$ cat src/hdl/efv_isqrt.sv
// Pipelined integer square root, one result bit per stage, with a tag carried alongside.
module efv_isqrt #(
  parameter int IN_W  = 64,
  parameter int TAG_W = 1
) (
  input  logic               clk,
  input  logic               rst,
  input  logic               in_valid,
  input  logic [IN_W-1:0]    rad,
  input  logic [TAG_W-1:0]   in_tag,
  output logic               out_valid,
  output logic [IN_W/2-1:0]  root,
  output logic [TAG_W-1:0]   out_tag
);

  localparam int OUT_W = IN_W / 2;
  localparam int RW = IN_W + 1;

  logic [OUT_W:0]   vld;
  logic [RW-1:0]    v   [0:OUT_W];
  logic [RW-1:0]    r   [0:OUT_W];
  logic [TAG_W-1:0] tg  [0:OUT_W];

  always_ff @(posedge clk) begin
    if (rst) begin
      vld <= '0;
    end else begin
      vld <= {vld[OUT_W-1:0], in_valid};
    end
    v[0]  <= RW'(rad);
    r[0]  <= '0;
    tg[0] <= in_tag;
    for (int i = 0; i < OUT_W; i++) begin
      if (v[i] >= r[i] + (RW'(1) << (IN_W - 2 - 2 * i))) begin
        v[i+1] <= v[i] - (r[i] + (RW'(1) << (IN_W - 2 - 2 * i)));
        r[i+1] <= (r[i] >> 1) + (RW'(1) << (IN_W - 2 - 2 * i));
      end else begin
        v[i+1] <= v[i];
        r[i+1] <= r[i] >> 1;
      end
      tg[i+1] <= tg[i];
    end
  end

  assign out_valid = vld[OUT_W];
  assign root      = r[OUT_W][OUT_W-1:0];
  assign out_tag   = tg[OUT_W];

endmodule

$ cat config.mk
export PLATFORM = sky130hd
export DESIGN_NAME = efv_isqrt
export DESIGN_NICKNAME = d
export VERILOG_FILES = /design/src/hdl/efv_isqrt.sv
export SDC_FILE = /design/constraint.sdc
export NUM_CORES = 2
export LEC_CHECK = 0
export BUFFER_PORTS_ARGS = -buffer_cell sky130_fd_sc_hd__buf_2
export CORE_MARGIN = 2
export CORE_UTILIZATION = 55
export DETAILED_ROUTE_END_ITERATION = 12
export HOLD_SLACK_MARGIN = 0.06
export PLACE_DENSITY = 0.71
export SYNTH_ARGS = -nofsm -noshare
export SYNTH_HDL_FRONTEND = slang
export SYNTH_MEMORY_MAX_BITS = 65536
export SYNTH_SLANG_ARGS = --single-unit
$ cat constraint.sdc
create_clock -name clk -period 6.7 [get_ports clk]
set_input_delay 1.34 -clock clk [delete_from_list [all_inputs] [get_ports clk]]
set_output_delay 1.34 -clock clk [all_outputs]
set_load 0.02 [all_outputs]
==> impl_metrics.toml <==
[power]
power_uw = 49200
internal_power_uw = 33700
switching_share_pct = 31.5
peakVddDrop_uv = 320
power_frac_comb_pct = 21.9
powerDensity_nw_per_um2 = 436
power_frac_clock_pct = 32.4
sequentialPowerShare_pct = 45.8
power.switching_uw = 15500
p_leak_uw = 0.0512

[synthesis]
synth_area_um2 = 101000
synthTopCellsByArea = "dfxtp_1, ha_1, xor2_1, xnor2_1, a21oi_1"
ys_types = 91
synth_top_cell_by_area = "dfxtp_1"
synth_edf_count = 0
ys_async_sr_fraction_pct = 0
ys_seq_area_share_pct = 53.2
yosys_register_bits = 2673
synthTopCellsByCount = "dfxtp_1, inv_1, nor2_1"
synth.net_count = 10711
netlist.area_leader.share_pct = 53.2
synth_warnings = 0
ys.flop_type = "dfxtp_1"
avgSynthCellArea_um2 = 9.97
synth.most_common_cell = "dfxtp_1"
synth_cells = 10085

[floorplanning]
io_pins = 102
initial_core_util_pct = 55.5
core-area_um2 = 181000
dieHeight_um = 431
fp-row-count = 156
die_area_um2 = 186000
die_w_um = 431

[clocking]
clkTransAtPathRegs_ns = 0.06
clockRootBuffer = "clkbuf_16"
clk_latency_ns = 0.91
cts_sinks = 2673
cts_tree = "built"
cts_buffers = 286
ctsHtreeMaxLevel = 5
cts_setup_buffers = 0
hold_buffers = 0
cts_resized = 0
clk_path_buf_depth = 4

[routing]
vias = 72505
wl_per_cell_um = 19.7
vias_per_cell = 5.64
drc_errors = 0
dr.pass1.iters = 6
antenna_left = 0
drtIter0Drc = 5686
drt-total-wl_um = 253000

[setup_path]
reg2reg_from = "r[30][5]"
path_class = "flip-flop to flip-flop"
rrSetupSlack_ns = 1.99
cpPeakStageDelay_ns = 0.95
crit_end = "v[31][42]"
crit_required_ns = 7.49
cp_cell_sequence = "inv_1, ha_1, o211ai_1, a211oi_1, o2111ai_1, a2111oi_0, o21ai_0, nand2_2, buf_4, nand2b_1, nor4_1, xor2_1"
crit_path_end_kind = "flip-flop"
critPathArrivalTime_ns = 5.50
rr_worst_depth = 12
r2r_end = "v[31][42]"
critPathLaunch = "r[30][5]"
crit_fanout = 52
cp_slowest_cell = "a2111oi_0"
critPathLaunchType = "flip-flop"

[placement]
gp_routability_congestion = 0.943
io_buffers = 101
dp_hpwl_um = 194000

[flow_run]
maxCapViolations = 0

[final_layout]
register_area_um2 = 53500
drive_above_1_share_pct = 7.11
fin_util_pct = 62.4
multi_input_area_um2 = 43500
syn2layout_area_growth_pct = 12.4
fin_nets = 10897
nFillCells = 14605

[sta]
fin_crit_ns = 4.71
clock_skew_ns = 0.0738
rsz0062_at_grt = "no"
fmax_mhz = 212
tns_ns = 0
fin_crit_sh_pct = 70.3
tightest_slew_ns = 1.31
hold_violations = 0
finalSetupViolCount = 0
slew_violations = 0
slew_headroom_pct = 13.0

[global_routing]
grt_pass1_vias = 71023
overflow = 0
antenna_found_initial = 16
grt_max_degree = 71
grt_pass1_wl_um = 393000
grtUsageTotal_pct = 26.5

[worst_hold_path]
hold_path.class = "flip-flop to flip-flop"

[status]
status = "completed"
[cells in the final DEF (no fill, tap or decap), types with 35 or more instances in the layout]
| master | instances |
|---|---|
| or3_1 | 101 |
| o21ai_0 | 449 |
| and2_1 | 35 |
| or2_2 | 60 |
| buf_2 | 101 |
| nor3_1 | 311 |
| and3_1 | 49 |
| nor4_1 | 381 |
| nor4b_1 | 54 |
| inv_1 | 700 |
| o21a_1 | 98 |
| a21o_1 | 229 |
| o211ai_1 | 43 |
| a31oi_1 | 54 |
| o31ai_1 | 49 |
| nand2b_1 | 104 |
| ha_1 | 558 |
| a21oi_1 | 599 |
| nor2b_1 | 119 |
| or4_1 | 90 |
| xnor2_1 | 426 |
| clkbuf_1 | 47 |
| a211oi_1 | 46 |
| nand4_1 | 175 |
| nor2_1 | 655 |
| clkbuf_8 | 51 |
| clkbuf_16 | 294 |
| o21bai_1 | 45 |
| mux2_2 | 74 |
| nand2_1 | 622 |
| dfxtp_1 | 2673 |
| nand3_1 | 165 |
| clkinv_2 | 41 |
| xor2_1 | 475 |
[metrics by stage]
step                hold WS [ns]  std cells  instance area (um^2)  worst slack (ns)
floorplan                  0.310      10085                101000              3.30
global placement           0.310      12353                103000              2.24
detailed placement         0.312      12353                103000              2.21
CTS                        0.304      12843                113000              2.17
global route               0.308      12843                113000              1.69
finish                     0.305      12849                113000              1.99
[layout make-up]
cell class | count | share of cell area, %
diodes | 6 | 0.0133
clock buffers | 392 | 7.29
clock inverters | 98 | 1.20
inverters | 704 | 2.34
multi-input cells | 6477 | 38.5
flip-flops and latches | 2673 | 47.4
well taps | 2370 | 2.62
repair buffers | 129 | 0.634
[sequential cells by signal, indices dropped and copies added (netlist names)]
register  cells
vld          33
r           528
tg           33
v          2079
[power groups by stage]
stage | Combinational, uW | Sequential [uW] | Clock (uW)
2_1_floorplan | 8320 | 21300 | 0
3_3_place_gp | 10400 | 22800 | 0
3_5_place_dp | 10600 | 22800 | 0
4_1_cts | 10700 | 22500 | 16200
5_1_grt | 11900 | 22900 | 16900
6_report | 10800 | 22500 | 15900
[per-layer routing]
metal	vias to the layer above	track usage [%]	routed length, um
met3	431	4.69	15200
met2	1888	44.3	119000
met4	6	7.30	6050
met5	-	0	41
li1	35628	-	-
met1	34552	35.2	112000
[worst min path at each step]
stage / slack (ns) / to / cells past startpoint / start
floorplan: 0.31 / tg[0][10] / 0 / tg[0][9]
global placement: 0.31 / tg[0][30] / 0 / tg[0][29]
detailed placement: 0.31 / tg[0][8] / 0 / tg[0][7]
CTS: 0.30 / v[27][7] / 0 / v[26][7]
global route: 0.31 / v[27][9] / 0 / v[26][9]
finish: 0.30 / v[27][7] / 0 / v[26][7]
[worst max-delay path: cells and delay by family (launching register included)]
kind                       cells  cell delay [ns]
AOI/OAI and AO/OA              5             2.09
adders and majority gates      1             0.38
DFF                            1             0.32
and+or+nand+nor                3             1.11
buffers and inverters          2             0.52
xor gates and xnor gates       1             0.17
[cell families (layout without fill, tap and decap cells)]
logic type / Yosys count / in the layout / synth area share, %
multiplexers: 85 / 85 / 0.939
adder cells (fa/ha/maj): 558 / 558 / 6.95
AO/OA/AOI/OAI: 1864 / 1864 / 11.6
XOR/XNOR: 901 / 901 / 7.85
other: 0 / 6 / 0
AND/OR/NAND/NOR: 3069 / 3069 / 15.9
buffers and inverters: 935 / 1323 / 3.52
flip-flops: 2673 / 2673 / 53.2
(Power assumes the default switching activity.)
