--- src/hdl/efv_div.sv ---
// Pipelined restoring divider, one quotient bit per stage, with an overflow flag.
module efv_div #(
  parameter int N_W   = 56,
  parameter int D_W   = 32,
  parameter int Q_W   = 25,
  parameter int TAG_W = 1
) (
  input  logic             clk,
  input  logic             rst,
  input  logic             in_valid,
  input  logic [N_W-1:0]   num,
  input  logic [D_W-1:0]   den,
  input  logic [TAG_W-1:0] in_tag,
  output logic             out_valid,
  output logic [Q_W-1:0]   quo,
  output logic             ovf,
  output logic [TAG_W-1:0] out_tag
);

  localparam int RW = (N_W > D_W + Q_W) ? N_W : D_W + Q_W;

  logic [Q_W:0]     vld;
  logic [Q_W:0]     of;
  logic [RW-1:0]    rem [0:Q_W];
  logic [D_W-1:0]   d   [0:Q_W];
  logic [Q_W-1:0]   q   [0:Q_W];
  logic [TAG_W-1:0] tg  [0:Q_W];

  always_ff @(posedge clk) begin
    if (rst) begin
      vld <= '0;
    end else begin
      vld <= {vld[Q_W-1:0], in_valid};
    end
    rem[0] <= RW'(num);
    d[0]   <= den;
    q[0]   <= '0;
    of[0]  <= ((RW + 1)'(num) >= ((RW + 1)'(den) << Q_W));
    tg[0]  <= in_tag;
    for (int i = 0; i < Q_W; i++) begin
      if (rem[i] >= (RW'(d[i]) << (Q_W - 1 - i))) begin
        rem[i+1] <= rem[i] - (RW'(d[i]) << (Q_W - 1 - i));
        q[i+1]   <= q[i] | (Q_W'(1) << (Q_W - 1 - i));
      end else begin
        rem[i+1] <= rem[i];
        q[i+1]   <= q[i];
      end
      d[i+1]  <= d[i];
      of[i+1] <= of[i];
      tg[i+1] <= tg[i];
    end
  end

  assign out_valid = vld[Q_W];
  assign quo       = q[Q_W];
  assign ovf       = of[Q_W];
  assign out_tag   = tg[Q_W];

endmodule

--- config.mk ---
export PLATFORM = sky130hd
export DESIGN_NAME = efv_div
export DESIGN_NICKNAME = d
export VERILOG_FILES = /design/src/hdl/efv_div.sv
export SDC_FILE = /design/constraint.sdc
export NUM_CORES = 2
export LEC_CHECK = 0
export BUFFER_PORTS_ARGS = -buffer_cell sky130_fd_sc_hd__buf_2
export CORE_MARGIN = 10
export CORE_UTILIZATION = 38
export CTS_CLUSTER_DIAMETER = 150
export DETAILED_ROUTE_END_ITERATION = 6
export PLACE_DENSITY_LB_ADDON = 0.05
export SETUP_SLACK_MARGIN = 0.05
export SYNTH_ARGS = -nofsm -noshare
export SYNTH_HDL_FRONTEND = slang
export SYNTH_SLANG_ARGS = --single-unit
--- constraint.sdc ---
create_clock -name clk -period 5.85 [get_ports clk]
set_input_delay 0.585 -clock clk [delete_from_list [all_inputs] [get_ports clk]]
set_output_delay 0.585 -clock clk [all_outputs]
set_load 0.005 [all_outputs]
==> impl_metrics.csv <==
group,metric,value,unit
routing,dr.pass1.iters,7,
floorplanning,initial_utilization,0.3815,
yosys,synth_compound_area_frac,0.1662,
floorplanning,dieArea,0.3171,mm2
floorplanning,core,0.2938,mm2
critical_path,worst-r2r-setup-slack,1.10,ns
global_route,gr-total-overflow,0,
finish,nets,13250,
yosys,ys_seq_area_frac,0.4691,
yosys,synth_area,0.1121,mm2
yosys,synthTopCellsByArea,"dfxtp_1 (47%), ha_1 (9.3%), a21oi_1 (4.1%)",
sta,fmax,0.2104,GHz
floorplanning,core.rowCount,199,
sta,worst_pin_slew,1.319,ns
global_route,grt_pass1_wl,501.4,mm
cts,clk-insertion-delay-late,0.90,ns
critical_path,end_kind,"register",
yosys,synth.top_cell.area_share,0.4691,
sta,post-route-period-util,0.8123,
power_and_ir_drop,p_leak,0.05650,uW
yosys,synthAdderAreaFrac,0.09704,
yosys,synthMuxAreaShare,0.01238,
critical_path,cp_max_fo,35,
routing,ant_nets,0,
cts,numClockSinks,2627,
placement,dpl-instance-area,0.1171,mm2
yosys,synthXorXnorAreaFrac,0.07415,
placement,dp_hpwl,262.4,mm
floorplanning,fp.dieW,563.1,um
yosys,yosysWarnings,0,
placement,io_buffers,119,
yosys,synthSimpleGateAreaFrac,0.1363,
yosys,synth_ff_type,"dfxtp_1",
yosys,syn_nets,12990,
cts,cts_tree,"built",
yosys,syn_inst,12040,
routing,routedWlPerCell,19.89,um
cts,cts-root-buf,"clkbuf_16",
yosys,synth_seq_cells,2627,
sta,setup_viol,0,
critical_path,cpMaxStageDelayCell,"o311ai_0",
yosys,avgSynthCellArea,9.308,um2
finish,drive_gt1_frac,0.07050,
floorplanning,num_io_pins,120,
yosys,yosysMostFrequentCell,"dfxtp_1",
cts,clockBufferDepth,4,
sta,setup-tns-final,0,ns
critical_path,arrival,5.52,ns
cts,cts_buffers,295,
critical_path,critPathMaxStageDelay,0.71,ns
hold_path,hp-class,"in -> reg",
flow_run,max_cap_viol_count,0,
power_and_ir_drop,ir_drop,0.0002374,V
sta,rsz0062_at_grt,"false",
yosys,synth_edf_count,0,
sta,finalHoldViolCount,0,
finish,syn2layout_area_growth,14.44,%
finish,fin_area,0.1283,mm2
cts,htreeDepth,5,
critical_path,critical_path.startpoint_type,"register",
yosys,synth_cell_types,94,
sta,fin_crit,4.752,ns
sta,slew_violations,0,
critical_path,crit_chain,"inv_1, fa_1, a211oi_1, o21ai_0, nand4_1, a2111oi_0, o311ai_0, a31oi_1, a211oi_4, buf_4, buf_4, mux2_2",
routing,viasPerCell,5.135,
global_route,grt_pass1_vias,83770,
global_route,grt.total_usage,0.1999,
sta,skew,0.04058,ns
global_route,grt_max_degree,65,
routing,drtIter0Drc,6046,
finish,n_fill_cell,28630,
power_and_ir_drop,cellPowerDensity,599.3,mW/mm2
yosys,synth_top_family_by_area,"compound AO/OA/AOI/OAI gates",
critical_path,cp.required,6.62,ns
critical_path,crit_type,"reg -> reg",
yosys,synth_top_area_cell,"dfxtp_1",
yosys,synthArstFlopShare,0,
floorplanning,die_y,563.1,um
yosys,synthTopCellsByCount,"dfxtp_1 (2,627), inv_1 (1,034), nand2_1 (975)",
routing,drt-total-wl,327.6,mm
sta,max-slew-margin-rel,0.1123,
placement,gp_congestion,0.8946,
routing,drcViolationCount,0,
routing,route.vias.total,84590,
critical_path,cp_common_cell,"buf_4",
global_route,antenna_found_initial,16,
run_status,outcome,"finished clean",
cts,clkTransAtPathRegs,0.06,ns
## repair_timing
action                    in CTS  in global routing
hold endpoints to repair      91                  0
buffers inserted               0                  0
resized for setup              0                  0
hold buffers                  90                  0
## final timing paths
kind,depth (start not counted),end,start
max,12,rem[1][242]$_DFF_P_,d[11][1]$_DFF_P_
max reg2reg,12,rem[1][242]$_DFF_P_,d[11][1]$_DFF_P_
min,2,vld[11]$_SDFF_PP0_,rst
min reg2reg,0,q[15][21]$_DFF_P_,q[14][21]$_DFF_P_
## power breakdown
group	internal [uW]	switching [uW]	leakage [uW]
Sequential	22800	4210	0.0221
Clock	11500	7700	0.00498
Combinational	13100	17500	0.0295
Total	47400	29400	0.0565
## per-stage QoR
stage | cells | setup slack [ns] | hold WS, ns | total power (uW) | utilization
6_report | 16470 | 1.098 | 0.1241 | 76880 | 0.4366
5_1_grt | 16460 | 0.8137 | 0.1166 | 82410 | 0.4365
4_1_cts | 16460 | 1.168 | 0.03906 | 77600 | 0.4365
3_5_place_dp | 15840 | 1.220 | 0.3121 | 57710 | 0.3985
3_3_place_gp | 15840 | 1.196 | 0.3095 | 57740 | 0.3984
2_1_floorplan | 12040 | 2.258 | 0.3096 | 48480 | -
## registers in the layout, summed over array words and instances (netlist names)
register  count
d           800
of           26
q           325
rem        1424
tg           26
vld          26
## cell usage in the layout, fill, tap and decap left out, drive strengths merged, types with 143 or more instances in the layout
cell    instances
nand3         220
nand4         157
nor3          182
nand2         975
ha            831
nor4          167
inv          1052
nor2          706
xor2          444
dfxtp        2627
buf           172
xnor2         505
clkbuf        405
a21o          443
o21ai         854
nand2b        143
nor2b         145
a21oi         915
## final cells by class
cell class | instances | area, um2 | share of cell area
diodes | 13 | 32.53 | 0.0002536
flip-flops and latches | 2627 | 52590 | 0.4100
well taps | 3919 | 4903 | 0.03822
inverters | 1035 | 3885 | 0.03028
multi-input cells | 8086 | 54690 | 0.4264
clock inverters | 124 | 1839 | 0.01434
clock buffers | 405 | 8419 | 0.06563
repair buffers | 262 | 1919 | 0.01496
## cell families (layout without fill, tap and decap cells)
logic type / after synthesis / count (layout)
XOR/XNOR: 949 / 949
other: 0 / 13
multiplexers: 124 / 124
AND/OR/NAND/NOR: 3127 / 3127
buffers and inverters: 1331 / 1826
adder cells (fa/ha/maj): 855 / 855
AO/OA/AOI/OAI: 3031 / 3031
flip-flops: 2627 / 2627
## layer usage
metal  part of all wire  GRT usage
met1               0.47     0.2768
met3              0.051    0.02783
met5                  0          0
met2               0.45     0.3307
met4              0.021    0.04519
## critical path: cells and delay by family (launching register included)
family	cells	cell delay, ns
muxes	1	0.36
and+or+nand+nor	1	0.20
buffers and inverters	3	0.84
adders and majority gates	1	0.49
AOI/OAI and AO/OA	6	2.25
DFF	1	0.47
(Power assumes the default switching activity.)
